**src/hw/rtl/lspi_pkg.sv**
```systemverilog
`default_nettype none

package lspi_pkg;

    localparam int OFFSET_W         = 16;
    localparam int GAIN_W           = 16;
    localparam int LIMIT_W          = 16;
    localparam int DECEL_W          = 10;
    localparam int SPEED_W          = 10;
    localparam int STEER_W          = 12;
    localparam int CFG_IDX_W        = 3;
    localparam int CFG_DATA_W       = 16;

    localparam int OFFSET_FRAC_BITS = 4;
    localparam int GAIN_FRAC_BITS   = 8;
    localparam int PROD_FRAC_BITS   = OFFSET_FRAC_BITS + GAIN_FRAC_BITS;

    localparam int PROD_W           = 32;
    localparam int INTEG_W          = 29;
    localparam int ACC_W            = 33;
    localparam int PI_W             = 16;
    localparam int STEER_EXT_W      = 18;
    localparam int MAG_W            = 12;
    localparam int DEN_W            = 12;
    localparam int NUM_W            = 2 * DECEL_W;
    localparam int DIV_STEPS        = NUM_W;
    localparam int CNT_W            = 5;

    typedef enum logic [CFG_IDX_W-1:0] {
        REG_GAIN_P       = 3'd0,
        REG_GAIN_I       = 3'd1,
        REG_WINDUP_LIMIT = 3'd2,
        REG_DECEL_CONST  = 3'd3,
        REG_TARGET_SPEED = 3'd4,
        REG_STEER_CENTER = 3'd5,
        REG_STEER_MIN    = 3'd6,
        REG_STEER_MAX    = 3'd7
    } reg_index_t;

    typedef struct packed {
        logic [GAIN_W-1:0]  gain_p;
        logic [GAIN_W-1:0]  gain_i;
        logic [LIMIT_W-1:0] windup_limit;
        logic [DECEL_W-1:0] decel_const;
        logic [SPEED_W-1:0] target_speed;
        logic [STEER_W-1:0] steer_center;
        logic [STEER_W-1:0] steer_min;
        logic [STEER_W-1:0] steer_max;
    } cfg_t;

    localparam cfg_t CFG_RESET = '{
        gain_p:       16'd3840,
        gain_i:       16'd0,
        windup_limit: 16'd500,
        decel_const:  10'd150,
        target_speed: 10'd200,
        steer_center: 12'd1500,
        steer_min:    12'd1000,
        steer_max:    12'd2000
    };

    typedef struct packed {
        logic load;
        logic mul_i;
        logic integ;
        logic mul_p;
        logic pi_sum;
        logic pi_sat;
        logic steer;
        logic div_init;
        logic div_step;
        logic out_load;
    } dp_cmd_t;

endpackage

`default_nettype wire

```
**src/hw/rtl/lspi_regs.sv**
```systemverilog
`default_nettype none

module lspi_regs
    import lspi_pkg::*;
(
    input  wire logic                  clk,
    input  wire logic                  rst_n,
    input  wire logic                  cfg_valid,
    output logic                       cfg_ready,
    input  wire logic [CFG_IDX_W-1:0]  cfg_index,
    input  wire logic [CFG_DATA_W-1:0] cfg_data,
    output cfg_t                       cfg
);

    cfg_t cfg_reg;
    cfg_t cfg_next;

    assign cfg_ready = 1'b1;
    assign cfg       = cfg_reg;

    always_comb
    begin
        cfg_next = cfg_reg;
        if (cfg_valid)
        begin
            unique case (reg_index_t'(cfg_index))
                REG_GAIN_P:       cfg_next.gain_p       = cfg_data;
                REG_GAIN_I:       cfg_next.gain_i       = cfg_data;
                REG_WINDUP_LIMIT: cfg_next.windup_limit = cfg_data;
                REG_DECEL_CONST:  cfg_next.decel_const  = cfg_data[DECEL_W-1:0];
                REG_TARGET_SPEED: cfg_next.target_speed = cfg_data[SPEED_W-1:0];
                REG_STEER_CENTER: cfg_next.steer_center = cfg_data[STEER_W-1:0];
                REG_STEER_MIN:    cfg_next.steer_min    = cfg_data[STEER_W-1:0];
                REG_STEER_MAX:    cfg_next.steer_max    = cfg_data[STEER_W-1:0];
                default:          cfg_next              = cfg_reg;
            endcase
        end
    end

    always_ff @(posedge clk or negedge rst_n)
    begin
        if (!rst_n)
        begin
            cfg_reg <= CFG_RESET;
        end
        else
        begin
            cfg_reg <= cfg_next;
        end
    end

endmodule

`default_nettype wire

```
**src/hw/rtl/lspi_dp.sv**
```systemverilog
`default_nettype none

module lspi_dp
    import lspi_pkg::*;
(
    input  wire logic                       clk,
    input  wire logic                       rst_n,
    input  wire dp_cmd_t                    cmd,
    input  wire cfg_t                       cfg,
    input  wire logic signed [OFFSET_W-1:0] lane_offset,
    output logic [STEER_W-1:0]              steering_cmd,
    output logic [SPEED_W-1:0]              speed_cmd
);

    logic signed [OFFSET_W-1:0] offset_reg;
    logic [MAG_W-1:0]           mag_reg;
    logic signed [PROD_W-1:0]   prod_reg;
    logic signed [INTEG_W-1:0]  integ_reg;
    logic signed [INTEG_W-1:0]  integ_next;
    logic signed [ACC_W-1:0]    acc_reg;
    logic signed [PI_W-1:0]     pi_reg;
    logic [STEER_W-1:0]         steer_reg;
    logic [NUM_W-1:0]           num_reg;
    logic [DEN_W-1:0]           den_reg;
    logic [DEN_W-1:0]           rem_reg;
    logic [STEER_W-1:0]         steering_reg;
    logic [SPEED_W-1:0]         speed_reg;

    logic [OFFSET_W:0]          off_ext;
    logic [OFFSET_W:0]          off_abs;
    logic [GAIN_W-1:0]          mul_gain;
    logic signed [GAIN_W:0]     gain_s;
    logic signed [ACC_W-1:0]    prod_full;
    logic signed [ACC_W-1:0]    sum_all;
    logic signed [ACC_W-1:0]    limit_s;
    logic signed [ACC_W-1:0]    integ_clamp;
    logic signed [ACC_W-1:0]    bias;
    logic signed [ACC_W-1:0]    acc_biased;
    logic signed [ACC_W-1:0]    pi_full;
    logic signed [PI_W-1:0]     pi_sat;
    logic signed [STEER_EXT_W-1:0] steer_raw;
    logic signed [STEER_EXT_W-1:0] steer_hi;
    logic signed [STEER_EXT_W-1:0] steer_lo;
    logic signed [STEER_EXT_W-1:0] max_s;
    logic signed [STEER_EXT_W-1:0] min_s;
    logic [DEN_W:0]             trial;
    logic                       q_bit;
    logic [DEN_W-1:0]           rem_step;

    assign off_ext = {lane_offset[OFFSET_W-1], lane_offset};
    assign off_abs = lane_offset[OFFSET_W-1] ? (~off_ext + 1'b1) : off_ext;

    assign mul_gain  = cmd.mul_i ? cfg.gain_i : cfg.gain_p;
    assign gain_s    = {1'b0, mul_gain};
    assign prod_full = ACC_W'(offset_reg) * ACC_W'(gain_s);

    assign sum_all = ACC_W'(prod_reg) + ACC_W'(integ_reg);
    assign limit_s = {{(ACC_W - LIMIT_W - PROD_FRAC_BITS){1'b0}}, cfg.windup_limit,
                      {PROD_FRAC_BITS{1'b0}}};

    always_comb
    begin
        priority if (sum_all > limit_s)
        begin
            integ_clamp = limit_s;
        end
        else if (sum_all < -limit_s)
        begin
            integ_clamp = -limit_s;
        end
        else
        begin
            integ_clamp = sum_all;
        end
    end

    assign integ_next = integ_clamp[INTEG_W-1:0];

    // Adding 2^F - 1 before the arithmetic shift makes negative values round toward zero.
    assign bias       = {{(ACC_W - PROD_FRAC_BITS){1'b0}}, {PROD_FRAC_BITS{acc_reg[ACC_W-1]}}};
    assign acc_biased = acc_reg + bias;
    assign pi_full    = acc_biased >>> PROD_FRAC_BITS;

    always_comb
    begin
        priority if (pi_full > ACC_W'(signed'(17'sd32767)))
        begin
            pi_sat = 16'sh7FFF;
        end
        else if (pi_full < -(ACC_W'(signed'(17'sd32768))))
        begin
            pi_sat = 16'sh8000;
        end
        else
        begin
            pi_sat = pi_full[PI_W-1:0];
        end
    end

    assign max_s     = {{(STEER_EXT_W - STEER_W){1'b0}}, cfg.steer_max};
    assign min_s     = {{(STEER_EXT_W - STEER_W){1'b0}}, cfg.steer_min};
    assign steer_raw = signed'({{(STEER_EXT_W - STEER_W){1'b0}}, cfg.steer_center})
                       + STEER_EXT_W'(pi_reg);
    assign steer_hi  = (steer_raw > max_s) ? max_s : steer_raw;
    assign steer_lo  = (steer_hi < min_s) ? min_s : steer_hi;

    assign trial    = {rem_reg, num_reg[NUM_W-1]};
    assign q_bit    = (trial >= {1'b0, den_reg});
    assign rem_step = q_bit ? DEN_W'(trial - {1'b0, den_reg}) : trial[DEN_W-1:0];

    always_ff @(posedge clk or negedge rst_n)
    begin
        if (!rst_n)
        begin
            integ_reg <= '0;
        end
        else if (cmd.integ)
        begin
            integ_reg <= integ_next;
        end
    end

    always_ff @(posedge clk)
    begin
        if (cmd.load)
        begin
            offset_reg <= lane_offset;
            mag_reg    <= off_abs[OFFSET_FRAC_BITS+MAG_W-1:OFFSET_FRAC_BITS];
        end
        if (cmd.mul_i || cmd.mul_p)
        begin
            prod_reg <= prod_full[PROD_W-1:0];
        end
        if (cmd.pi_sum)
        begin
            acc_reg <= sum_all;
        end
        if (cmd.pi_sat)
        begin
            pi_reg <= pi_sat;
        end
        if (cmd.steer)
        begin
            steer_reg <= steer_lo[STEER_W-1:0];
        end
        if (cmd.div_init)
        begin
            num_reg <= NUM_W'(cfg.target_speed) * NUM_W'(cfg.decel_const);
            den_reg <= DEN_W'(cfg.decel_const) + mag_reg;
            rem_reg <= '0;
        end
        else if (cmd.div_step)
        begin
            num_reg <= {num_reg[NUM_W-2:0], q_bit};
            rem_reg <= rem_step;
        end
        if (cmd.out_load)
        begin
            steering_reg <= steer_reg;
            speed_reg    <= (den_reg == '0) ? '0 : num_reg[SPEED_W-1:0];
        end
    end

    assign steering_cmd = steering_reg;
    assign speed_cmd    = speed_reg;

endmodule

`default_nettype wire

```
**src/hw/rtl/lspi_ctrl.sv**
```systemverilog
`default_nettype none

module lspi_ctrl
    import lspi_pkg::*;
(
    input  wire logic clk,
    input  wire logic rst_n,
    input  wire logic in_valid,
    output logic      in_ready,
    output logic      out_valid,
    input  wire logic out_ready,
    output dp_cmd_t   cmd
);

    typedef enum logic [9:0] {
        S_IDLE   = 10'b0000000001,
        S_MULI   = 10'b0000000010,
        S_INTEG  = 10'b0000000100,
        S_MULP   = 10'b0000001000,
        S_PISUM  = 10'b0000010000,
        S_PISAT  = 10'b0000100000,
        S_STEER  = 10'b0001000000,
        S_DIVI   = 10'b0010000000,
        S_DIV    = 10'b0100000000,
        S_FINISH = 10'b1000000000
    } state_t;

    state_t           state_reg;
    state_t           state_next;
    logic [CNT_W-1:0] cnt_reg;
    logic [CNT_W-1:0] cnt_next;
    logic             out_valid_reg;
    logic             out_valid_next;

    always_comb
    begin
        state_next = state_reg;
        cnt_next   = cnt_reg;
        cmd        = '0;
        in_ready   = 1'b0;
        unique case (state_reg)
            S_IDLE:
            begin
                in_ready = 1'b1;
                if (in_valid)
                begin
                    cmd.load   = 1'b1;
                    state_next = S_MULI;
                end
            end
            S_MULI:
            begin
                cmd.mul_i  = 1'b1;
                state_next = S_INTEG;
            end
            S_INTEG:
            begin
                cmd.integ  = 1'b1;
                state_next = S_MULP;
            end
            S_MULP:
            begin
                cmd.mul_p  = 1'b1;
                state_next = S_PISUM;
            end
            S_PISUM:
            begin
                cmd.pi_sum = 1'b1;
                state_next = S_PISAT;
            end
            S_PISAT:
            begin
                cmd.pi_sat = 1'b1;
                state_next = S_STEER;
            end
            S_STEER:
            begin
                cmd.steer  = 1'b1;
                state_next = S_DIVI;
            end
            S_DIVI:
            begin
                cmd.div_init = 1'b1;
                cnt_next     = '0;
                state_next   = S_DIV;
            end
            S_DIV:
            begin
                cmd.div_step = 1'b1;
                cnt_next     = cnt_reg + 1'b1;
                if (cnt_reg == CNT_W'(DIV_STEPS - 1))
                begin
                    state_next = S_FINISH;
                end
            end
            S_FINISH:
            begin
                if (!out_valid_reg || out_ready)
                begin
                    cmd.out_load = 1'b1;
                    state_next   = S_IDLE;
                end
            end
            default:
            begin
                state_next = S_IDLE;
            end
        endcase
    end

    assign out_valid_next = cmd.out_load | (out_valid_reg & ~out_ready);
    assign out_valid      = out_valid_reg;

    always_ff @(posedge clk or negedge rst_n)
    begin
        if (!rst_n)
        begin
            state_reg     <= S_IDLE;
            cnt_reg       <= '0;
            out_valid_reg <= 1'b0;
        end
        else
        begin
            state_reg     <= state_next;
            cnt_reg       <= cnt_next;
            out_valid_reg <= out_valid_next;
        end
    end

    a_cmd_onehot: assert property (@(posedge clk) disable iff (!rst_n)
        $onehot0(cmd))
        else $error("more than one datapath command at once");

    a_out_loaded: assert property (@(posedge clk) disable iff (!rst_n)
        cmd.out_load |=> out_valid_reg)
        else $error("result load did not raise out_valid");

    a_div_count: assert property (@(posedge clk) disable iff (!rst_n)
        (state_reg == S_DIV) |-> (cnt_reg < CNT_W'(DIV_STEPS)))
        else $error("divider step count out of range");

    a_accept_start: assert property (@(posedge clk) disable iff (!rst_n)
        (in_valid && in_ready) |=> (state_reg == S_MULI))
        else $error("accepted word did not start processing");

endmodule

`default_nettype wire

```
**src/hw/rtl/lane_steering_pi_controller.sv**
```systemverilog
`default_nettype none

// Channel  Handshake              Payload
// cfg      cfg_valid/cfg_ready    cfg_index[2:0], cfg_data[15:0]
// in       in_valid/in_ready      lane_offset[15:0] (signed Q11.4)
// out      out_valid/out_ready    steering_cmd[11:0], speed_cmd[9:0]
//
// A word is accepted in idle; the controller then runs the multiplies, integral clamp and steering
// clamp, starts and steps the restoring divider that forms the speed quotient and loads the output
// register, and only then returns to idle to take the next word.
// A result not yet taken holds the controller in its last cycle, which stalls the input.
// Reset clears the controller and the integral accumulator and restores register defaults.
// Configuration writes are taken every cycle.

module lane_steering_pi_controller
    import lspi_pkg::*;
(
    input  wire logic                       clk,
    input  wire logic                       rst_n,
    input  wire logic                       cfg_valid,
    output logic                            cfg_ready,
    input  wire logic [CFG_IDX_W-1:0]       cfg_index,
    input  wire logic [CFG_DATA_W-1:0]      cfg_data,
    input  wire logic                       in_valid,
    output logic                            in_ready,
    input  wire logic signed [OFFSET_W-1:0] lane_offset,
    output logic                            out_valid,
    input  wire logic                       out_ready,
    output logic [STEER_W-1:0]              steering_cmd,
    output logic [SPEED_W-1:0]              speed_cmd
);

    cfg_t    cfg;
    dp_cmd_t cmd;

    lspi_regs u_regs (
        .clk       (clk),
        .rst_n     (rst_n),
        .cfg_valid (cfg_valid),
        .cfg_ready (cfg_ready),
        .cfg_index (cfg_index),
        .cfg_data  (cfg_data),
        .cfg       (cfg)
    );

    lspi_ctrl u_ctrl (
        .clk       (clk),
        .rst_n     (rst_n),
        .in_valid  (in_valid),
        .in_ready  (in_ready),
        .out_valid (out_valid),
        .out_ready (out_ready),
        .cmd       (cmd)
    );

    lspi_dp u_dp (
        .clk          (clk),
        .rst_n        (rst_n),
        .cmd          (cmd),
        .cfg          (cfg),
        .lane_offset  (lane_offset),
        .steering_cmd (steering_cmd),
        .speed_cmd    (speed_cmd)
    );

endmodule

`default_nettype wire

```
**config.mk**
```make
export PLATFORM = sky130hd
export DESIGN_NAME = lane_steering_pi_controller
export DESIGN_NICKNAME = d
export VERILOG_FILES = /design/src/hw/rtl/lspi_pkg.sv /design/src/hw/rtl/lspi_regs.sv /design/src/hw/rtl/lspi_dp.sv /design/src/hw/rtl/lspi_ctrl.sv /design/src/hw/rtl/lane_steering_pi_controller.sv
export SDC_FILE = /design/constraint.sdc
export NUM_CORES = 2
export LEC_CHECK = 0
export ABC_AREA = 1
export BUFFER_PORTS_ARGS = -buffer_cell sky130_fd_sc_hd__buf_2
export CAP_MARGIN = 20
export CORE_MARGIN = 10
export CORE_UTILIZATION = 30
export CTS_BUF_LIST = sky130_fd_sc_hd__clkbuf_4 sky130_fd_sc_hd__clkbuf_8
export DETAILED_ROUTE_END_ITERATION = 8
export GPL_TIMING_DRIVEN = 0
export PLACE_DENSITY = 0.52
export SLEW_MARGIN = 20
export SYNTH_ARGS = -nofsm -noshare
export SYNTH_HDL_FRONTEND = slang
export SYNTH_HIERARCHICAL = 1
export SYNTH_SLANG_ARGS = --single-unit
export TNS_END_PERCENT = 20
```
**constraint.sdc**
```tcl
create_clock -name clk -period 10.5 [get_ports clk]
set_input_delay 0 -clock clk [delete_from_list [all_inputs] [get_ports clk]]
set_output_delay 0 -clock clk [all_outputs]
set_load 0.01 [all_outputs]
```
Word level (Yosys, flattened, before mapping)
Cells that the tools add are included.

word-level totals
  register bits = 336
  latch bits = 0
  bits in read-only memories = 0
  word-level logic and storage cells = 110
  memories kept = 0
  memory bits (writable) = 0

cells by class
  add/sub/neg operators = 8
  reductions and logical operators = 16
  divide/modulo/power cells = 0
  bitwise logic cells = 4
  $mul = 2
  mux-type cells = 28
  $lt $le $gt $ge = 7
  shift operators = 0
  equality and inequality tests = 21

operators with widths
  operator               count
  $pmux 10 s10           1
  $mux 29                2
  $mux 20                2
  $add 32x29->33         1
  $add 33x13->33         1
  $gt 33x29->1           1
  $lt 33x33->1           1
  $neg 28->33            1
  $mul 16x17->32         1
  $mux 16                2
  $mux 10                3
  $mux 12                2
  $gt 21x16->1 const B   1
  $lt 21x16->1 const B   1
  $mul 10x10->20         1
  $gt 18x13->1           1
  $lt 18x13->1           1
  $mux 18                1
  $add 13x16->17         1
  $add 16x1->16 const B  1
  $not 16->16            1
  $reduce_and 2->1       8
  $mux 15                1
  $ge 13x12->1           1
  30 further kinds       49

Longest topological paths before layout
  word-level depth = 5
  depth in mapped cells = 34
  gate-level depth less buffers = 33

Cells and area by module
The synthesis kept the hierarchy.

by module, submodules not included
  module     area an instance (um^2)  times used  cells an instance
  lspi_dp    26404.1                  1           3244
  lspi_regs  4176.5                   1           474
  lspi_ctrl  894.6                    1           119

Worst setup path after synthesis
No wires, ideal clock.

  path kind = register to register
  from = reg u_ctrl.state_reg[9]
  to = reg u_dp.prod_reg[28] (data pin)
  stages on the path, launching flop included = 30
  arrival = 6747 ps
  clock period less this slack = 7012 ps
  library setup time = 265 ps
  path slack = 3488 ps
  required time = 10235 ps
  cells stage by stage = dfrtp_1 > nor2_2 > and2_1 > nand3_1 > inv_1 > inv_1 > clkbuf_1 > or2_2 > o21ai_1 > inv_1 > nand2_1 > fa_1 > fa_1 > inv_1 > fa_1 > inv_1 > fa_1 > fa_1 > inv_1 > fa_1 > ha_1 > nand2_1 > nor4_1 > nand4_1 > nand3_1 > nand2_1 > o211ai_1 > a21oi_1 > o21ai_0 > xor2_1

RTL lines
  item                    line              source
  from (decl)             lspi_ctrl.sv:28   state_t state_reg;
  from (signal assigned)  lspi_ctrl.sv:124  state_reg <= state_next;
  to (signal assigned)    lspi_dp.sv:132    prod_reg <= prod_full[PROD_W-1:0];
  to (decl)               lspi_dp.sv:17     logic signed [PROD_W-1:0] prod_reg;

==> results.ini <==
[layout]
final_common_cell = nand2_1
multi_input_area_um2 = 19300
area_delta_synth_final_pct = 12.3
seqCellArea_um2 = 9270
largest_reg_flops = 104
drive_gt1_share_pct = 8.44
final_nets = 4614
final_cell_mix = nand2_1 (1029), inv_1 (639), ha_1 (311), nor2_1 (308), fa_1 (260)
fin_area_um2 = 35300
fill_cells = 10972

[run]
drv_cap = 0

[timing]
maxSlewViolCount = 0
fin_hold_ws_ns = 0.0786
finalSetupViolCount = 0
fin_ws_ns = 1.47
hold_violations = 0
fmax_mhz = 111
fin_setup_tns_ns = 0
slew_headroom_pct = 23.8
fin_crit_ns = 9.03
worst_pin_slew_ns = 1.14
skew_ns = 0.0334
rsz0062_at_grt = no
fin_crit_sh_pct = 86.0

[run_status]
status = finished clean

[routing]
drtAntennaViolNets = 0
wl_per_cell_um = 15.9
initialDrtViolationCount = 1481
dr.pass1.iters = 5
wl_um = 86600
via_per_inst = 4.59
num_vias = 24939
drcViolationCount = 0

[floorplan]
start_util_pct = 30.3
coreArea_um2 = 104000
die_area_um2 = 118000
fp.dieW_um = 344
rows = 118
ios = 65
die_h_um = 344

[worst_setup_path]
cp_max_fo = 10
critPathRequiredTime_ns = 11.01
cp_slowest_stage_delay_ns = 0.89
end_kind = flop
worstSetupPathType = reg2reg
path_common_cell = fa_1
arrival_ns = 9.54
worstSetupStartpointType = flop
slowest_stage = o21ai_1

[global_route]
grt_pass1_vias = 25081
top_usage_layer = met2
grt_overflow = 0
grt_max_degree = 93
grt_util_met2_pct = 24.9
gr-usage-met3_pct = 2.22
grt_pass1_wl_um = 139000
grtUsageMet1_pct = 19.2
grt_use_total_pct = 14.7
antenna_found_initial = 3

[yosys]
synth_seq_area_share_pct = 29.5
yosys_warnings = 6
synth.distinct_cells = 60
syn_area_um2 = 31500
synthArstFlopShare_pct = 44.3
yosys_most_used_dff = edfxtp_1
synth_nets = 4448
synth-seq-cells = 336
netlist_instances = 3837
syn_area_per_cell_um2 = 8.20
synth-edff-count = 175

[placed_design]
place_area_um2 = 33600
gp_congestion = 0.876
dp_slack_ns = 1.46
place.detailed.hpwl_um = 69600
portBuffers = 53

[clocking]
ctsResizeCount = 0
clkTransAtPathRegs_ns = 0.06
cts_buffers = 57
cts_buffer_depth = 3
clk_latency_ns = 0.68
cts_tree = done
cts_sinks = 336
htree_levels = 2
cts_root_buf = clkbuf_8

[min_path]
hp-class = in2reg

[stage by stage]
stage                     instances  utilization [%]
after floorplan                3837                -
after global placement         5270             32.2
after detailed placement       5274             32.4
after CTS                      5431             34.0
after global routing           5432             34.1
final                          5433             34.1
[final cells by class]
class,instances,share of cell area [%]
diodes,2,0.0142
inverters,662,7.03
plain buffers,101,1.31
flip-flops and latches,336,26.2
well taps,1380,4.88
clock buffers,85,2.99
clock inverters,22,0.450
repair buffers,107,2.50
multi-input cells,2738,54.6
[cell families (layout without fill, tap and decap cells)]
logic type                 count (synthesis)  in the layout  share of synthesized area [%]
adders and majority gates                571            571                           28.9
xor gates and xnor gates                 130            130                           3.62
and+or+nand+nor                         1678           1678                           22.2
buffers and inverters                    763            977                           9.37
AOI/OAI and AO/OA                        358            358                           6.48
other                                      1              3                         0.0119
DFF                                      336            336                           29.5
[critical path: cells and delay by family, from the launching register on]
kind            cells  cell delay (ns)
compound gates      4             1.37
xor+xnor            1             0.24
buf+inv             7             1.54
simple gates        9             1.82
flops               1             0.40
fa+ha+maj           7             3.50
[worst paths after layout]
kind | to | depth (start not counted) | slack (ns) | startpoint
max in group asynchronous | u_regs/cfg[48] | 4 | 9.49 | rst_n
hold / removal | u_ctrl/out_valid | 3 | 0.08 | out_ready
hold reg to reg | u_dp/steering_cmd[2] | 0 | 0.41 | u_dp/steer_reg[2]
min in group asynchronous | u_regs/cfg[64] | 3 | 0.47 | rst_n
setup reg to reg | u_dp/prod_reg[28] | 28 | 1.47 | u_ctrl/state_reg[9]
setup / recovery | u_dp/prod_reg[28] | 28 | 1.47 | u_ctrl/state_reg[9]
[cell usage after synthesis (47+ instances only)]
library cell / count / area share, %
a21oi_1: 158 / 2.5
clkbuf_1: 67 / 0.80
dfrtp_1: 112 / 8.9
edfxtp_1: 175 / 17
fa_1: 260 / 17
ha_1: 311 / 12
inv_1: 639 / 7.6
nand2_1: 1029 / 12
nand3_1: 185 / 2.9
nor2_1: 312 / 3.7
o21ai_0: 98 / 1.6
xnor2_1: 47 / 1.3
xor2_1: 83 / 2.3
[repair_timing]
item	in CTS	in global routing
hold buffers	50	0
hold endpoints to repair	311	0
setup buffers	0	0
[routing by layer]
metal	wire, um	share of wire [%]
met3	4570	5.3
met5	0	0
met1	38500	44
met2	41000	47
met4	2600	3.0
Power is not shown: default switching activity piles up to over one toggle a cycle in this logic, so the estimate is an artifact.
